===== src/cfbs_pkg.sv =====
// Shared types, reset constants and the CRC byte fold for the framed byte sender.
// No dependencies; every other file of the block but the checker imports this package.
package cfbs_pkg;

    localparam int unsigned QUEUE_DEPTH = 4;

    localparam int unsigned CFG_IDX_W  = 2;
    localparam int unsigned CFG_DATA_W = 16;

    localparam logic [15:0] POLY_RESET  = 16'hA001;
    localparam logic [15:0] START_RESET = 16'hFFFF;
    localparam logic [7:0]  END_RESET   = 8'h03;

    typedef enum logic [CFG_IDX_W-1:0] {
        CFG_POLY  = 2'd0,
        CFG_START = 2'd1,
        CFG_END   = 2'd2
    } t_cfg_idx;

    // one classified item as it waits between front and back
    typedef struct packed {
        logic        is_end;
        logic [7:0]  data;
        logic [15:0] inv_crc;
    } t_entry;

    typedef struct packed {
        logic   valid;
        t_entry entry;
    } t_queue_head;

    typedef enum logic [1:0] {
        PH_LOW,
        PH_HIGH,
        PH_END
    } t_phase;

    // xor the byte into the low bits, then eight reflected shift steps
    function automatic logic [15:0] fold_byte(input logic [15:0] crc,
                                              input logic [7:0]  b,
                                              input logic [15:0] poly);
        logic [15:0] c;
        logic        dropped;
        c = crc ^ {8'h00, b};
        for (int k = 0; k < 8; k++) begin
            dropped = c[0];
            c = {1'b0, c[15:1]};
            if (dropped) begin
                c = c ^ poly;
            end
        end
        return c;
    endfunction

endpackage


===== src/cfbs_front.sv =====
// Front end: configuration registers, end-code classification and running CRC.
// Depends on cfbs_pkg for the register codes, the entry type and fold_byte.
module cfbs_front (
    input  logic                           i_clk,
    input  logic                           i_rst_n,
    input  logic                           i_cfg_we,
    input  logic [cfbs_pkg::CFG_IDX_W-1:0] i_cfg_idx,
    input  logic [cfbs_pkg::CFG_DATA_W-1:0] i_cfg_data,
    input  logic                           i_accept,
    input  logic [7:0]                     i_data_byte,
    output cfbs_pkg::t_entry               o_entry
);
    import cfbs_pkg::*;

    logic [15:0] r_poly;
    logic [15:0] r_start;
    logic [7:0]  r_end_code;
    logic [15:0] r_crc;
    logic [15:0] n_crc;
    logic        is_end;

    always_ff @(posedge i_clk) begin
        if (!i_rst_n) begin
            r_poly     <= POLY_RESET;
            r_start    <= START_RESET;
            r_end_code <= END_RESET;
        end else if (i_cfg_we) begin
            case (t_cfg_idx'(i_cfg_idx))
                CFG_POLY:  r_poly     <= i_cfg_data[15:0];
                CFG_START: r_start    <= i_cfg_data[15:0];
                CFG_END:   r_end_code <= i_cfg_data[7:0];
                default: begin
                end
            endcase
        end
    end

    assign is_end = (i_data_byte == r_end_code);

    always_comb begin
        n_crc = r_crc;
        if (i_accept) begin
            n_crc = is_end ? r_start : fold_byte(r_crc, i_data_byte, r_poly);
        end
    end

    always_ff @(posedge i_clk) begin
        if (!i_rst_n) begin
            r_crc <= START_RESET;
        end else begin
            r_crc <= n_crc;
        end
    end

    assign o_entry.is_end  = is_end;
    assign o_entry.data    = i_data_byte;
    assign o_entry.inv_crc = ~r_crc;

endmodule


===== src/cfbs_queue.sv =====
// Short queue of classified items between front and back.
// Depends on cfbs_pkg for the entry and head types.
module cfbs_queue #(
    parameter int unsigned DEPTH = cfbs_pkg::QUEUE_DEPTH
) (
    input  logic                  i_clk,
    input  logic                  i_rst_n,
    input  logic                  i_push,
    input  cfbs_pkg::t_entry      i_entry,
    input  logic                  i_deq,
    output logic                  o_full,
    output cfbs_pkg::t_queue_head o_head
);
    import cfbs_pkg::*;

    localparam int unsigned PTR_W = (DEPTH > 1) ? $clog2(DEPTH) : 1;
    localparam int unsigned CNT_W = $clog2(DEPTH + 1);

    t_entry             r_mem [DEPTH];
    logic [PTR_W-1:0]   r_wr_ptr;
    logic [PTR_W-1:0]   r_rd_ptr;
    logic [CNT_W-1:0]   r_count;
    logic [PTR_W-1:0]   n_wr_ptr;
    logic [PTR_W-1:0]   n_rd_ptr;
    logic [CNT_W-1:0]   n_count;
    logic               do_push;
    logic               do_deq;

    assign o_full  = (r_count == CNT_W'(DEPTH));
    assign do_push = i_push && !o_full;
    assign do_deq  = i_deq && (r_count != '0);

    always_comb begin
        n_wr_ptr = r_wr_ptr;
        n_rd_ptr = r_rd_ptr;
        n_count  = r_count;
        if (do_push) begin
            n_wr_ptr = (r_wr_ptr == PTR_W'(DEPTH - 1)) ? '0 : r_wr_ptr + 1'b1;
        end
        if (do_deq) begin
            n_rd_ptr = (r_rd_ptr == PTR_W'(DEPTH - 1)) ? '0 : r_rd_ptr + 1'b1;
        end
        if (do_push && !do_deq) begin
            n_count = r_count + 1'b1;
        end else if (do_deq && !do_push) begin
            n_count = r_count - 1'b1;
        end
    end

    always_ff @(posedge i_clk) begin
        if (!i_rst_n) begin
            r_wr_ptr <= '0;
            r_rd_ptr <= '0;
            r_count  <= '0;
        end else begin
            r_wr_ptr <= n_wr_ptr;
            r_rd_ptr <= n_rd_ptr;
            r_count  <= n_count;
        end
    end

    always_ff @(posedge i_clk) begin
        if (do_push) begin
            r_mem[r_wr_ptr] <= i_entry;
        end
    end

    assign o_head.valid = (r_count != '0);
    assign o_head.entry = r_mem[r_rd_ptr];

endmodule


===== src/cfbs_back.sv =====
// Back end: expands queued items into result bytes and holds the output register.
// Depends on cfbs_pkg for the head type and the phase enum.
module cfbs_back (
    input  logic                  i_clk,
    input  logic                  i_rst_n,
    input  cfbs_pkg::t_queue_head i_head,
    output logic                  o_deq,
    input  logic                  i_pop,
    output logic                  o_empty,
    output logic [7:0]            o_out_byte,
    output logic                  o_last
);
    import cfbs_pkg::*;

    t_phase      r_phase;
    t_phase      n_phase;
    logic        r_out_valid;
    logic [7:0]  r_out_byte;
    logic        r_out_last;
    logic        load;
    logic [7:0]  sel_byte;
    logic        sel_last;
    logic        sel_done;

    assign load = i_head.valid && (!r_out_valid || i_pop);

    // next phase
    always_comb begin
        n_phase = r_phase;
        if (load) begin
            if (sel_done) begin
                n_phase = PH_LOW;
            end else begin
                case (r_phase)
                    PH_LOW:  n_phase = PH_HIGH;
                    PH_HIGH: n_phase = PH_END;
                    default: n_phase = PH_LOW;
                endcase
            end
        end
    end

    // result selected for the current phase
    always_comb begin
        case (r_phase)
            PH_LOW: begin
                if (i_head.entry.is_end) begin
                    sel_byte = i_head.entry.inv_crc[7:0];
                    sel_last = 1'b0;
                    sel_done = 1'b0;
                end else begin
                    sel_byte = i_head.entry.data;
                    sel_last = 1'b1;
                    sel_done = 1'b1;
                end
            end
            PH_HIGH: begin
                sel_byte = i_head.entry.inv_crc[15:8];
                sel_last = 1'b0;
                sel_done = 1'b0;
            end
            default: begin
                sel_byte = i_head.entry.data;
                sel_last = 1'b1;
                sel_done = 1'b1;
            end
        endcase
    end

    assign o_deq = load && sel_done;

    always_ff @(posedge i_clk) begin
        if (!i_rst_n) begin
            r_phase     <= PH_LOW;
            r_out_valid <= 1'b0;
        end else begin
            r_phase <= n_phase;
            if (load) begin
                r_out_valid <= 1'b1;
            end else if (i_pop) begin
                r_out_valid <= 1'b0;
            end
        end
    end

    always_ff @(posedge i_clk) begin
        if (load) begin
            r_out_byte <= sel_byte;
            r_out_last <= sel_last;
        end
    end

    assign o_empty    = !r_out_valid;
    assign o_out_byte = r_out_byte;
    assign o_last     = r_out_last;

endmodule


===== src/crc16_framed_byte_sender.sv =====
// Top level of the CRC-16 framed byte sender: front, item queue and back.
// Depends on cfbs_pkg, cfbs_front, cfbs_queue and cfbs_back.
//
// Push message bytes in; pop bytes for the serial line out. An ordinary byte is
// folded into a running reflected CRC-16 and passed through as one result with
// o_last set. The end code closes a frame and yields three results: the
// complemented CRC low byte, the complemented CRC high byte, then the end code
// with o_last set; the CRC then returns to the start value. An accepted item is
// written into the item queue and then loaded into the result register before it
// reaches the result ports. The input takes one item per cycle while the item
// queue (QUEUE_DEPTH entries) has room; the output delivers one result per cycle
// while results are popped, so ordinary bytes are sustained at one item per cycle
// and an end code holds the single result register for its three results. Write
// configuration only while idle; a new start value applies at the next frame end.
module crc16_framed_byte_sender #(
    parameter int unsigned QUEUE_DEPTH = cfbs_pkg::QUEUE_DEPTH
) (
    input  logic                            i_clk,
    input  logic                            i_rst_n,
    input  logic                            i_cfg_we,
    input  logic [cfbs_pkg::CFG_IDX_W-1:0]  i_cfg_idx,
    input  logic [cfbs_pkg::CFG_DATA_W-1:0] i_cfg_data,
    input  logic                            push,
    output logic                            full,
    input  logic [7:0]                      i_data_byte,
    output logic                            empty,
    input  logic                            pop,
    output logic [7:0]                      o_out_byte,
    output logic                            o_last
);
    import cfbs_pkg::*;

    t_entry      front_entry;
    t_queue_head queue_head;
    logic        accept;
    logic        deq;

    // an item enters when the queue has room
    assign accept = push && !full;

    cfbs_front u_front (
        .i_clk       (i_clk),
        .i_rst_n     (i_rst_n),
        .i_cfg_we    (i_cfg_we),
        .i_cfg_idx   (i_cfg_idx),
        .i_cfg_data  (i_cfg_data),
        .i_accept    (accept),
        .i_data_byte (i_data_byte),
        .o_entry     (front_entry)
    );

    // hold classified items so front and back stall independently
    cfbs_queue #(
        .DEPTH (QUEUE_DEPTH)
    ) u_queue (
        .i_clk   (i_clk),
        .i_rst_n (i_rst_n),
        .i_push  (push),
        .i_entry (front_entry),
        .i_deq   (deq),
        .o_full  (full),
        .o_head  (queue_head)
    );

    // expand each item into its result bytes
    cfbs_back u_back (
        .i_clk      (i_clk),
        .i_rst_n    (i_rst_n),
        .i_head     (queue_head),
        .o_deq      (deq),
        .i_pop      (pop),
        .o_empty    (empty),
        .o_out_byte (o_out_byte),
        .o_last     (o_last)
    );

endmodule


===== config.mk =====
export PLATFORM = sky130hd
export DESIGN_NAME = crc16_framed_byte_sender
export DESIGN_NICKNAME = d
export VERILOG_FILES = /design/src/cfbs_pkg.sv /design/src/cfbs_front.sv /design/src/cfbs_queue.sv /design/src/cfbs_back.sv /design/src/crc16_framed_byte_sender.sv
export SDC_FILE = /design/constraint.sdc
export NUM_CORES = 1
export LEC_CHECK = 0
export BUFFER_PORTS_ARGS = -buffer_cell sky130_fd_sc_hd__clkbuf_2
export CAP_MARGIN = 20
export CORE_ASPECT_RATIO = 0.9
export CORE_UTILIZATION = 60
export DETAILED_ROUTE_END_ITERATION = 6
export GPL_ROUTABILITY_DRIVEN = 0
export PLACE_DENSITY = 0.78
export SYNTH_ARGS = -nofsm -noshare
export SYNTH_HDL_FRONTEND = slang
export SYNTH_HIERARCHICAL = 1
export SYNTH_SLANG_ARGS = --single-unit

===== constraint.sdc =====
create_clock -name i_clk -period 6.63 [get_ports i_clk]
set_clock_uncertainty 0.1 [all_clocks]
set_input_delay 1.326 -clock i_clk [delete_from_list [all_inputs] [get_ports i_clk]]
set_output_delay 1.326 -clock i_clk [all_outputs]
set_load 0.02 [all_outputs]

# Word-level counts from Yosys, hierarchy flattened
# Memory sizes are Yosys's and may differ from the RTL's. A register that Yosys moved wholly into a read port is not among the register bits.
# Index checks and enable logic that the tools add are counted.
# Widths: inputs -> output; s select.
[word_totals] ff_bits=75 ram_bits=100 input_bits=31 out_inout_bits=11 mem_count=1
[mem_list] name="u_queue.r_mem" depth=4 word_bits=25 read_ports=1 rd_ports_with_merged_regs=1 write_ports=1 line="cfbs_queue.sv:19" rtl="t_entry r_mem [DEPTH];"
[op_classes] addsub=4 n_eq_ne=7 muxes=32 bitwise=10 n_reduce_logical=19
[op_table] op="$mux 16" count=16
[op_table] op="$xor 15x16->16" count=8
[op_table] op="$not 16->16" count=1
[op_table] op="$pmux 8 s2" count=1
[op_table] op="$xor 16x8->16" count=1
[op_table] op="$mux 2" count=5
[op_table] op="$eq 8x8->1" count=1
[op_table] op="$mux 8" count=1
[op_table] op="$eq 2x2->1 const B" count=3
[op_table] op="$logic_and 1x1->1" count=6
[op_table] op="$mux 3" count=2
[op_table] op="$reduce_and 2->1" count=3
[op_table] op="$mux 1" count=5
[op_table] op="$add 2x1->2 const B" count=2
[op_table] op="$eq 2x1->1 const B" count=2
[op_table] op="$logic_not 1->1" count=4
[op_table] op="$logic_not 2->1" count=2
[op_table] op="$pmux 2 s2" count=1
[op_table] op="$reduce_bool 2->1" count=2
[op_table] op="$add 3x1->3 const B" count=1
[op_table] op="$eq 3x3->1 const B" count=1
[op_table] op="$reduce_bool 3->1" count=1
[op_table] op="$sub 3x1->3 const B" count=1
[op_table] op="$pmux 1 s2" count=1
[op_table] op="$logic_or 1x1->1" count=1

# Depth between registers and ports, before layout
# Gate-level depths: netlist of run 1.
[logic_depth] depth_word=25 depth_mapped=15

# Hierarchy
# The synthesis of run 1 kept the hierarchy.
[modules_own_cells] module="cfbs_front" n_inst=1 cells_per_inst=636 area_each_um2=4749.6 seq_area_each_um2=1121.1
[modules_own_cells] module="cfbs_queue" n_inst=1 cells_per_inst=182 area_each_um2=4132.7 seq_area_each_um2=3183.1
[modules_own_cells] module="cfbs_back" n_inst=1 cells_per_inst=53 area_each_um2=611.8 seq_area_each_um2=330.3
[modules_own_cells] module="crc16_framed_byte_sender" n_inst=1 cells_per_inst=1 area_each_um2=13.8 seq_area_each_um2=0.0

# Worst setup path before layout of run 1
# OpenSTA, ideal clock, no wires.
[synth_path] kind="input to register" start="input port i_data_byte[2]" end="register u_front.r_crc[6]" t_arrival_ns=4.361 required_time_ns=6.460 setup_slack_ns=2.099 stages=14 path_buffers=2 cell_sequence="xnor2_2 -> xnor2_4 -> o41a_1 -> or4b_1 -> nand4_1 -> buf_6 -> a21oi_2 -> or4_1 -> and3_4 -> a31o_4 -> buf_6 -> nand3_2 -> xnor3_1 -> a21oi_1"
[synth_via] elab_chain_cells=24 elab_cells_between_ends=25
[synth_rtl] element="from (decl)" line="crc16_framed_byte_sender.sv:25" rtl="input logic [7:0] i_data_byte,"
[synth_rtl] element="$xor 16x8->16" line="cfbs_pkg.sv:44" rtl="c = crc ^ {8'h00, b};"
[synth_rtl] element="$xor 15x16->16" line="cfbs_pkg.sv:49" rtl="c = c ^ poly;"
[synth_rtl] element="$mux 16" line="cfbs_pkg.sv:48" rtl="if (dropped) begin"
[synth_rtl] element="$mux 16" line="cfbs_front.sv:42" rtl="if (i_accept) begin"
[synth_rtl] element="$xor 15x16->16" line="cfbs_pkg.sv:49"
[synth_rtl] element="$mux 16" line="cfbs_pkg.sv:48"
[synth_rtl] element="$mux 16" line="cfbs_front.sv:42"
[synth_rtl] element="$mux 16" line="cfbs_pkg.sv:48"
[synth_rtl] element="(+8 left out)"
[synth_rtl] element="$mux 16" line="cfbs_pkg.sv:48"
[synth_rtl] element="$mux 16" line="cfbs_front.sv:42"
[synth_rtl] element="$xor 15x16->16" line="cfbs_pkg.sv:49"
[synth_rtl] element="$mux 16" line="cfbs_pkg.sv:48"
[synth_rtl] element="$mux 16" line="cfbs_front.sv:42"
[synth_rtl] element="$xor 15x16->16" line="cfbs_pkg.sv:49"
[synth_rtl] element="$mux 16" line="cfbs_pkg.sv:48"
[synth_rtl] element="$mux 16 (*)" line="cfbs_front.sv:43" rtl="n_crc = is_end ? r_start : fold_byte(r_crc, i_data_byte, r_poly);"
[synth_rtl] element="to (signal assigned)" line="cfbs_front.sv:51" rtl="r_crc <= n_crc;"
[synth_rtl] element="to (decl)" line="cfbs_front.sv:18" rtl="logic [15:0] r_crc;"
# Mark *: on every way between the ends. The rest lies on a longest branch, timed or not. The select of a mux whose other input is x is not followed.
# A chain may end at the register's enable or synchronous reset.

# Final worst setup path of run 1
[layout_path] start="input port i_data_byte[0]" end="register u_front.r_crc[11]"
[layout_via] elab_chain_cells=23 elab_cells_between_ends=25
[layout_rtl] element="$xor 16x8->16" line="cfbs_pkg.sv:44"
[layout_rtl] element="$mux 16" line="cfbs_pkg.sv:48"
[layout_rtl] element="$mux 16" line="cfbs_front.sv:42"
[layout_rtl] element="$xor 15x16->16" line="cfbs_pkg.sv:49"
[layout_rtl] element="$mux 16" line="cfbs_pkg.sv:48"
[layout_rtl] element="$mux 16" line="cfbs_front.sv:42"
[layout_rtl] element="$xor 15x16->16" line="cfbs_pkg.sv:49"
[layout_rtl] element="$mux 16" line="cfbs_pkg.sv:48"
[layout_rtl] element="(+7 left out)"
[layout_rtl] element="$mux 16 / $xor 15x16->16 (equally long branches)" line="cfbs_pkg.sv:48, cfbs_pkg.sv:49"
[layout_rtl] element="$mux 16 (on tied branches)" line="cfbs_front.sv:42, cfbs_pkg.sv:48"
[layout_rtl] element="$xor 15x16->16 / $mux 16 (equally long branches)" line="cfbs_pkg.sv:49, cfbs_front.sv:42"
[layout_rtl] element="$mux 16 / $xor 15x16->16 (equally long branches)" line="cfbs_pkg.sv:48, cfbs_pkg.sv:49"
[layout_rtl] element="$mux 16 (on tied branches)" line="cfbs_front.sv:42, cfbs_pkg.sv:48"
[layout_rtl] element="$xor 15x16->16 / $mux 16 (equally long branches)" line="cfbs_pkg.sv:49, cfbs_front.sv:42"
[layout_rtl] element="$mux 16" line="cfbs_pkg.sv:48"
[layout_rtl] element="$mux 16 (*)" line="cfbs_front.sv:43"
# Marked as above.

==> metrics.yaml, run 1 <==
run_status:
  status: "complete, no violations"
logic_synthesis:
  async_flop_share_pct: 0
  syn_nets: 910
  yosys_warnings: 6
  ys_seq_elements: 177
  synth-edff-count: 109
  yosysUniqueCellTypes: 78
  yosysTopAreaCell: "edfxtp_1"
  syn_avg_cell_area_um2: 10.9
  synth_top_area_share_pct: 34.4
  synthTopCellsByArea: "edfxtp_1 (34%), dfxtp_1 (14%), xnor2_1 (7.9%), nand2_1 (7.3%), mux4_2 (4.7%)"
  syn_inst: 872
  synth-seq-area-share_pct: 48.7
  synth_top_flop_cell: "edfxtp_1"
  netlist_area_um2: 9510
floorplan:
  fp.dieW_um: 135
  io_pins: 42
  start_util_pct: 61.6
  die_area_um2: 16400
  dieHeight_um: 121
  rows: 43
  core_um2: 15400
critical_path:
  crit_required_ns: 6.77
  crit_type: "in -> reg"
  cp-start-kind: "input pin"
  end_kind: "flop"
  critPathMaxFanout: 16
  arrival_ns: 5.51
global_route:
  grt_max_degree: 46
  first_global_vias: 6263
  antenna_found_initial: 0
  grt.overflow.total: 0
  grt_use_total_pct: 28.3
  grt_pass1_wl_um: 34500
detailed_routing:
  wl_per_cell_um: 19.9
  ant_nets: 0
  routed_via_density: 6.13
  drtPass1Iterations: 5
  met3_length_um: 1710
  drt-total-wl_um: 21800
  route.met2.wl_um: 10600
  drc: 0
  topRoutingLayerUsed: "met4"
  wl_met1_um: 9230
  vias: 6722
  drt_iter0_markers: 699
layout:
  drive_gt1_share_pct: 14.4
  area_growth_pct: 8.40
  fill_cells: 1147
  final_nets: 919
  diodes: 0
clock_network:
  ctsHoldBuffers: 0
  path_clk_slew_ns: 0.06
  clock-sinks: 177
  post-cts-setup-buffer-count: 0
  h-tree-depth: 4
  clkLatencyLatePin_ns: 0.43
  cts_resized: 0
  cts_buffer_depth: 2
  cts_root_buffer: "clkbuf_16"
  cts_made_buffers: 17
  cts_tree: "done"
sta:
  slew_headroom_pct: 41.9
  hold_violations: 0
  finalSetupViolCount: 0
  period_needed_ns: 5.37
  hold_ws_ns: 0.367
  rsz0062_at_grt: "false"
  fin_tns_setup_ns: 0
  worst_pin_slew_ns: 0.869
  maxSlewViolCount: 0
  post-route-period-util_pct: 81.0
  timing.fmax_mhz: 186
place:
  hpwlAfterDp_um: 14700
  io_buffers: 41
pwr:
  p_per_area_nw_per_um2: 483
  peakVddDrop_mv: 0.247
  leakagePower_uw: 0.00396
flow_run:
  maxCapViolCount: 0
min_path:
  hold_path.class: "reg -> reg"
[per-stage QoR]
step                std cells  total power [uW]  instance area (um2)  setup WS [ns]  util [%]
detailed placement       1063              3960                 9710          0.990      62.9
global route             1096              5240                10300           1.04      66.7
CTS                      1095              4970                10300           1.39      66.7
global placement         1063              3890                 9710           1.11      62.9
floorplan                 872              3470                 9510           2.10         -
finish                   1096              4980                10300           1.26      66.7
[cell families (layout without fill, tap and decap cells)]
family                   after synthesis  after routing  share of synthesized area, %
AO/OA/AOI/OAI                        117            117                          8.32
flip-flops                           177            177                          48.7
buffers and inverters                 92            114                          4.86
multiplexers                          44             44                          8.13
adder cells (fa/ha/maj)                7              7                          1.00
XOR/XNOR                             118            118                          13.4
AND/OR/NAND/NOR                      317            317                          15.6
[worst paths after layout]
check                       from  slack [ns]                  end  cells after the start
min          u_front/r_start[14]        0.37  u_front/r_start[14]                      2
min reg2reg  u_front/r_start[14]        0.37  u_front/r_start[14]                      2
max               i_data_byte[0]        1.26    u_front/r_crc[11]                     13
max reg2reg    u_front/r_poly[0]        1.54    u_front/r_crc[11]                     12
[synth_stat cells (15+ instances only)]
library cell    n
clkbuf_1       35
mux2i_1        18
dfxtp_1        68
mux4_2         20
nand2_1       184
o21ai_0        18
nor2_1         25
nand3_1        42
xnor2_1        86
edfxtp_1      109
xor2_1         15
inv_1          27
a21oi_1        32
[state kept, by name (all words and copies together), names as in the netlist, 2 cells and up, named ones only]
register            flops
u_queue/r_mem         100
u_front/r_crc          16
u_front/r_poly         16
u_front/r_start        16
u_back/o_out_byte       8
u_front/r_end_code      8
u_queue/r_count         3
u_back/r_phase          2
u_queue/r_rd_ptr        2
u_queue/r_wr_ptr        2
[where the power goes]
part           switching [uW]  internal (uW)
combinational            1370           1060
clock                     406            600
sequential                127           1420
total                    1900           3080
[critical path: stages]
cell      delay [ns]
clkbuf_2        0.22
xor2_1          0.59
and3_1          0.32
o21ai_0         0.08
or4b_1          0.50
nand4_1         0.42
mux2i_1         0.19
or2_2           0.35
xnor2_1         0.15
o211ai_2        0.65
nand3_1         0.20
xnor2_1         0.31
a21oi_1         0.17
[cell usage in the layout (no fill, tap or decap), types with 8 or more instances in the layout]
cell type  instances
inv_1             27
xnor3_1           14
o21ai_0           18
buf_4             14
dfxtp_1           68
mux2i_1           18
edfxtp_1         109
o22ai_1           11
nor3_1            10
a32oi_1            8
clkbuf_2          41
a21oi_1           32
nand3_1           42
clkbuf_16         17
mux4_2            20
nor2_1            25
xor2_1            15
xnor2_1           86
nand2_1          184
[cell type report]
cell class / count / area, um2 / share of cell area, %
Clock inverter: 11 / 140 / 1.36
Tap cell: 202 / 253 / 2.45
Multi-Input combinational cell: 603 / 4420 / 42.9
Timing Repair Buffer: 55 / 310 / 3.01
Inverter: 27 / 101 / 0.983
Clock buffer: 21 / 450 / 4.37
Sequential cell: 177 / 4630 / 45.0
[layer usage]
metal	vias to the layer above	GRT usage (%)
met5	-	0
met4	0	8.22
met3	24	5.56
met2	299	45.6
met1	3301	39.1
li1	3098	-
Power figures use the tool's default switching activity.
==> run 2, diff against run 1 <==
==> constraint.sdc (replaced) <==
create_clock -name i_clk -period 5.3 [get_ports i_clk]
set_clock_uncertainty 0.1 [all_clocks]
set_input_delay 1.06 -clock i_clk [delete_from_list [all_inputs] [get_ports i_clk]]
set_output_delay 1.06 -clock i_clk [all_outputs]
set_load 0.02 [all_outputs]
==> metrics.yaml, run 2 (same netlist as run 1, synthesis figures left out) <==
clock_network:
  clkLatencyLatePin_ns: 0.43  # about the same
  cts_resized: 0  # unchanged
  ctsHoldBuffers: 0  # unchanged
  h-tree-depth: 4  # unchanged
  path_clk_slew_ns: 0.06  # about the same
  post-cts-setup-buffer-count: 0  # unchanged
  cts_made_buffers: 17  # unchanged
  cts_buffer_depth: 2  # unchanged
  clock-sinks: 177  # unchanged
  cts_root_buffer: "clkbuf_16"  # unchanged
  cts_tree: "done"  # unchanged
critical_path:
  r2r_start: "u_front/r_crc[0]"  # was u_front/r_poly[0]
  cp-start-kind: "input pin"  # unchanged
  rr_worst_depth: 14  # was 12
  slowest_delay_ns: 0.59  # was 0.65 ns
  worst_r2r_endpoint: "u_front/r_crc[2]"  # was u_front/r_crc[11]
  slowest_stage: "a2111oi_0"  # was o211ai_2
  arrival_ns: 4.99  # was 5.51 ns
  crit_family: "XOR/XNOR gates"  # was simple AND/OR/NAND/NOR gates
  crit_buf_inv: 2  # was 1
  crit_chain: "clkbuf_2 -> xnor2_2 -> xnor2_4 -> o41a_1 -> or4b_1 -> nand4_1 -> buf_4 -> nor4b_1 -> a2111oi_0 -> xnor2_1 -> nand2_1 -> xnor2_1 -> xnor3_1 -> a21oi_1"  # was clkbuf_2 -> xor2_1 -> and3_1 -> o21ai_0 -> or4b_1 -> nand4_1 -> mux2i_1 -> or2_2 -> xnor2_1 -> o211ai_2 -> nand3_1 -> xnor2_1 -> a21oi_1
  end_kind: "flop"  # unchanged
  critPathMaxFanout: 9  # was 16
  crit_type: "in -> reg"  # unchanged
  critPathMostFrequentCell: "xnor2_1"  # unchanged
  rrSetupSlack_ns: 0.87  # was 1.54 ns
  crit_required_ns: 5.55  # was 6.77 ns
detailed_routing:
  drt_iter0_markers: 710  # was 699
  topRoutingLayerUsed: "met4"  # unchanged
  route.met2.wl_um: 10800  # was 10,600 um
  wl_met1_um: 9700  # was 9230 um
  drt-total-wl_um: 22700  # was 21,800 um
  drtPass1Iterations: 5  # unchanged
  wl_per_cell_um: 20.4  # was 19.9 um
  drc: 0  # unchanged
  ant_nets: 0  # unchanged
  vias: 6806  # was 6,722
  routed_via_density: 6.14  # was 6.13
  met3_length_um: 1720  # was 1710 um
pwr:
  leakagePower_uw: 0.00401  # was 0.00396 uW
  peakVddDrop_mv: 0.398  # was 0.247 mV
  p_per_area_nw_per_um2: 609  # was 483 nW/um2
layout:
  final_common_cell: "nand2_1"  # unchanged
  final_area_um2: 10400  # was 10,300 um2
  regMostFlops: "u_queue/r_mem"  # unchanged
  final_nets: 932  # was 919
  layout_common_cells: "nand2_1 (184), edfxtp_1 (109), xnor2_1 (86)"  # unchanged
  drive_gt1_share_pct: 15.8  # was 14.4%
  area_growth_pct: 9.21  # was 8.40%
  finalCoreUtilization_pct: 67.2  # was 66.7%
  largest_reg_flops: 100  # unchanged
  diodes: 0  # unchanged
global_route:
  antenna_found_initial: 0  # unchanged
  grt_pass1_wl_um: 35000  # was 34,500 um
  grt.overflow.total: 0  # unchanged
  first_global_vias: 6315  # was 6,263
  grt_use_total_pct: 29.0  # was 28.3%
  grt_max_degree: 45  # was 46
min_path:
  hold_path.class: "reg -> reg"  # unchanged
  hold_depth: 2  # unchanged
  hp-start: "u_front/r_start[15]"  # was u_front/r_start[14]
  hold_end: "u_front/r_start[15]"  # was u_front/r_start[14]
floorplan:
  fp.dieW_um: 135  # unchanged
  die_area_um2: 16400  # unchanged
  dieHeight_um: 121  # unchanged
  start_util_pct: 61.6  # unchanged
  core_um2: 15400  # unchanged
  io_pins: 42  # unchanged
  rows: 43  # unchanged
sta:
  finalSetupViolCount: 0  # unchanged
  fin_tns_setup_ns: 0  # unchanged
  worst_pin_slew_ns: 0.982  # was 0.869 ns
  maxSlewViolCount: 0  # unchanged
  post-route-period-util_pct: 89.4
  period_needed_ns: 4.74
  slew_headroom_pct: 34.5  # was 41.9%
  timing.fmax_mhz: 211
  hold_violations: 0  # unchanged
  rsz0062_at_grt: "false"  # unchanged
flow_run:
  maxCapViolCount: 0  # unchanged
place:
  io_buffers: 41  # unchanged
  place_area_um2: 9810  # was 9710 um2
  hpwlAfterDp_um: 15100  # was 14,700 um
run_status:
  status: "complete, no violations"  # unchanged
==> run 2: report_power, final <==
group	internal (uW)	leakage [uW]	switching (uW)
logic	1400	0.00216	1760
registers	1780	0.00158	159
clock network	691	0.000263	533
==> run 2: tightest hold or removal path, stage by stage, from the launching register on <==
cell and delay (ns):
dfxtp_1 0.31, nand2_1 0.05, nand3_1 0.06
==> run 2: how the worst max path moves through the flow <==
stage                    from  slack (ns)  cells past startpoint                to
3_5_place_dp   i_data_byte[0]        0.23                     14  u_front/r_crc[1]
6_report       i_data_byte[2]        0.56                     14  u_front/r_crc[2]
2_1_floorplan  i_data_byte[2]        1.04                     14  u_front/r_crc[6]
5_1_grt        i_data_byte[0]        0.12                     16  u_front/r_crc[1]
4_1_cts        i_data_byte[0]        0.65                     16  u_front/r_crc[3]
3_3_place_gp   i_data_byte[0]        0.34                     14  u_front/r_crc[1]
==> run 2: cell type report <==
type | count | area [um2]
Multi-Input combinational cell | 603 | 4420
Clock inverter | 14 | 141
Timing Repair Buffer | 68 | 408
Tap cell | 202 | 253
Clock buffer | 18 | 429
Fill cell | 1112 | 5060
Inverter | 27 | 101
Sequential cell | 177 | 4630
==> run 2: metrics by stage <==
stage          setup slack (ns)  power, uW  hold WS (ns)  std cells
6_report                  0.561       6320         0.370       1109
5_1_grt                   0.123       6640         0.390       1109
4_1_cts                   0.654       6290         0.373       1109
3_5_place_dp              0.228       5050         0.358       1077
3_3_place_gp              0.339       4980         0.354       1077
2_1_floorplan              1.04       4340         0.340        872
==> run 2: layer usage <==
metal | vias up | track usage, %
met5 | - | 0
met2 | 313 | 45.8
met1 | 3342 | 39.6
met4 | 0 | 7.87
li1 | 3114 | -
met3 | 37 | 7.81
==> run 3, diff against run 2 <==
--- a/config.mk
+++ b/config.mk
@@ -5,9 +5,10 @@
 export SDC_FILE = /design/constraint.sdc
 export NUM_CORES = 1
 export LEC_CHECK = 0
-export BUFFER_PORTS_ARGS = -buffer_cell sky130_fd_sc_hd__clkbuf_2
+export BUFFER_PORTS_ARGS = -buffer_cell sky130_fd_sc_hd__buf_4
 export CAP_MARGIN = 20
 export CORE_ASPECT_RATIO = 0.9
+export CORE_MARGIN = 1.5
 export CORE_UTILIZATION = 60
 export DETAILED_ROUTE_END_ITERATION = 6
 export GPL_ROUTABILITY_DRIVEN = 0
==> metrics.yaml, run 3 (same netlist as run 1, synthesis figures left out) <==
layout:
  layout_common_cells: "nand2_1 (184), edfxtp_1 (109), xnor2_1 (86)"  # unchanged
  regMostFlops: "u_queue/r_mem"  # unchanged
  final_nets: 925  # was 932
  fill_cells: 1081  # was 1,112
  largest_reg_flops: 100  # unchanged
  diodes: 0  # unchanged
  final_common_cell: "nand2_1"  # unchanged
  drive_gt1_share_pct: 15.3  # was 15.8%
  final_cells: 1102  # was 1,109
  area_growth_pct: 10.4  # was 9.21%
floorplan:
  dieHeight_um: 122  # was 121 um
  io_pins: 42  # unchanged
  die_area_um2: 16600  # was 16,400 um2
  rows: 43  # unchanged
  fp.dieW_um: 136  # was 135 um
  start_util_pct: 61.6  # unchanged
  core_um2: 15400  # unchanged
global_route:
  grt_max_degree: 46  # was 45
  grt_pass1_wl_um: 35700  # was 35,000 um
  first_global_vias: 6722  # was 6,315
  grt.overflow.total: 0  # unchanged
  antenna_found_initial: 0  # unchanged
  grt_use_total_pct: 28.7  # was 29.0%
pwr:
  p_per_area_nw_per_um2: 613  # was 609 nW/um2
  peakVddDrop_mv: 0.331  # was 0.398 mV
  p_sw_share_pct: 38.4  # was 38.8%
  leakagePower_uw: 0.00404  # was 0.00401 uW
  p_clk_share_pct: 20.7  # was 19.4%
  combPwrFrac_pct: 49.2  # was 49.9%
  p_switching_uw: 2470  # was 2450 uW
  seqPwrFrac_pct: 30.1  # was 30.7%
  p_int_uw: 3970  # was 3870 uW
clock_network:
  cts_resized: 0  # unchanged
  post-cts-setup-buffer-count: 0  # unchanged
  ctsHoldBuffers: 0  # unchanged
  h-tree-depth: 4  # unchanged
  clock-sinks: 177  # unchanged
  cts_buffer_depth: 2  # unchanged
  cts_tree: "done"  # unchanged
  path_clk_slew_ns: 0.07  # was 0.06 ns
  cts_made_buffers: 17  # unchanged
  cts_root_buffer: "clkbuf_16"  # unchanged
  clkLatencyLatePin_ns: 0.43  # about the same
sta:
  period_needed_ns: 4.78  # was 4.74 ns
  timing.fmax_mhz: 209  # was 211 MHz
  slew_headroom_pct: 25.8  # was 34.5%
  maxSlewViolCount: 0  # unchanged
  hold_ws_ns: 0.379  # was 0.370 ns
  rsz0062_at_grt: "false"  # unchanged
  hold_violations: 0  # unchanged
  fin_tns_setup_ns: 0  # unchanged
  post-route-period-util_pct: 90.3  # was 89.4%
  worst_pin_slew_ns: 1.11  # was 0.982 ns
  finalSetupViolCount: 0  # unchanged
critical_path:
  end_kind: "flop"  # unchanged
  arrival_ns: 5.04  # was 4.99 ns
  slowest_delay_ns: 0.75  # was 0.59 ns
  critPathMaxFanout: 17  # was 9
  rr_worst_depth: 13  # was 14
  crit_chain: "inv_1 -> nor3_1 -> o21ai_0 -> a211oi_1 -> or4_1 -> nand2_1 -> a2111oi_1 -> xnor2_1 -> buf_4 -> nand2_1 -> xnor2_1 -> xnor3_1 -> a21oi_1"  # was clkbuf_2 -> xnor2_2 -> xnor2_4 -> o41a_1 -> or4b_1 -> nand4_1 -> buf_4 -> nor4b_1 -> a2111oi_0 -> xnor2_1 -> nand2_1 -> xnor2_1 -> xnor3_1 -> a21oi_1
  crit_type: "reg -> reg"  # was in -> reg
  crit_required_ns: 5.56  # was 5.55 ns
  cp-start-kind: "flop"  # was input pin
  slowest_stage: "dfxtp_1"  # was a2111oi_0
  crit_buf_inv: 2  # unchanged
  crit_family: "compound AO/OA/AOI/OAI gates"  # was XOR/XNOR gates
  cp.depth: 13  # was 14
min_path:
  hold_depth: 2  # unchanged
  hold_path.class: "reg -> reg"  # unchanged
detailed_routing:
  wl_per_cell_um: 20.6  # was 20.4 um
  drc: 0  # unchanged
  vias: 6832  # was 6,806
  drt_iter0_markers: 862  # was 710
  drt-total-wl_um: 22700  # about the same
  drtPass1Iterations: 7  # was 5
  routed_via_density: 6.20  # was 6.14
  ant_nets: 0  # unchanged
flow_run:
  maxCapViolCount: 0  # unchanged
run_status:
  status: "complete, no violations"  # unchanged
place:
  numPlacedInstances: 1070  # was 1,077
  io_buffers: 41  # unchanged
  hpwlAfterDp_um: 15400  # was 15,100 um
[run 3: changes by cell type in the layout (fill, tap and decap cells not counted), sizes merged]
cell and change:
clkbuf -42, inv +3, buf +34, bufinv +2
clkinvlp -3, clkinv -1
[run 3: through the flow]
stage	util, %	total power, uW	setup WS (ns)	area, um2
floorplan	-	4340	1.04	9510
global placement	63.8	4930	0.0986	9860
detailed placement	63.9	5070	0.187	9860
CTS	68.0	6410	0.565	10500
global route	68.0	6760	0.0659	10500
finish	68.0	6440	0.517	10500
[run 3: per-layer routing]
metal	wire [um]	GRT usage, %	share of wire (%)	up-vias
li1	-	-	-	3099
met1	9620	38.5	42	3375
met2	11200	48.0	49	328
met3	1580	5.70	6.9	30
met4	297	7.46	1.3	0
met5	0	0	0	-
[run 3: power by group through the flow]
stage | registers (uW) | clock network, uW | logic [uW]
3_5_place_dp | 1960 | 0 | 3110
3_3_place_gp | 1940 | 0 | 2980
5_1_grt | 1950 | 1400 | 3410
2_1_floorplan | 1950 | 0 | 2400
6_report | 1930 | 1330 | 3170
4_1_cts | 1930 | 1340 | 3140
[run 3: layout make-up]
cell class | instances | area [um2] | share of cell area, %
Clock inverter | 15 | 205 | 1.96
Sequential cell | 177 | 4630 | 44.2
Tap cell | 202 | 253 | 2.41
Clock buffer | 17 | 425 | 4.05
Multi-Input combinational cell | 603 | 4420 | 42.1
Timing Repair Buffer | 61 | 458 | 4.36
Inverter | 27 | 101 | 0.966
[run 3: path summary, 6_finish.rpt]
path	startpoint	endpoint	slack (ns)
min	u_front/r_start[15]	u_front/r_start[15]	0.38
max reg2reg	u_front/r_poly[1]	u_front/r_crc[6]	0.52
max	u_front/r_poly[1]	u_front/r_crc[6]	0.52
min reg2reg	u_front/r_start[15]	u_front/r_start[15]	0.38
[run 3: worst reg2reg max path, delay by kind of cell, from the launching register on]
kind / cells / cell delay [ns]
and+or+nand+nor: 4 / 1.07
xor gates and xnor gates: 3 / 0.77
DFF: 1 / 0.75
AOI/OAI and AO/OA: 4 / 1.46
buffers and inverters: 2 / 0.57
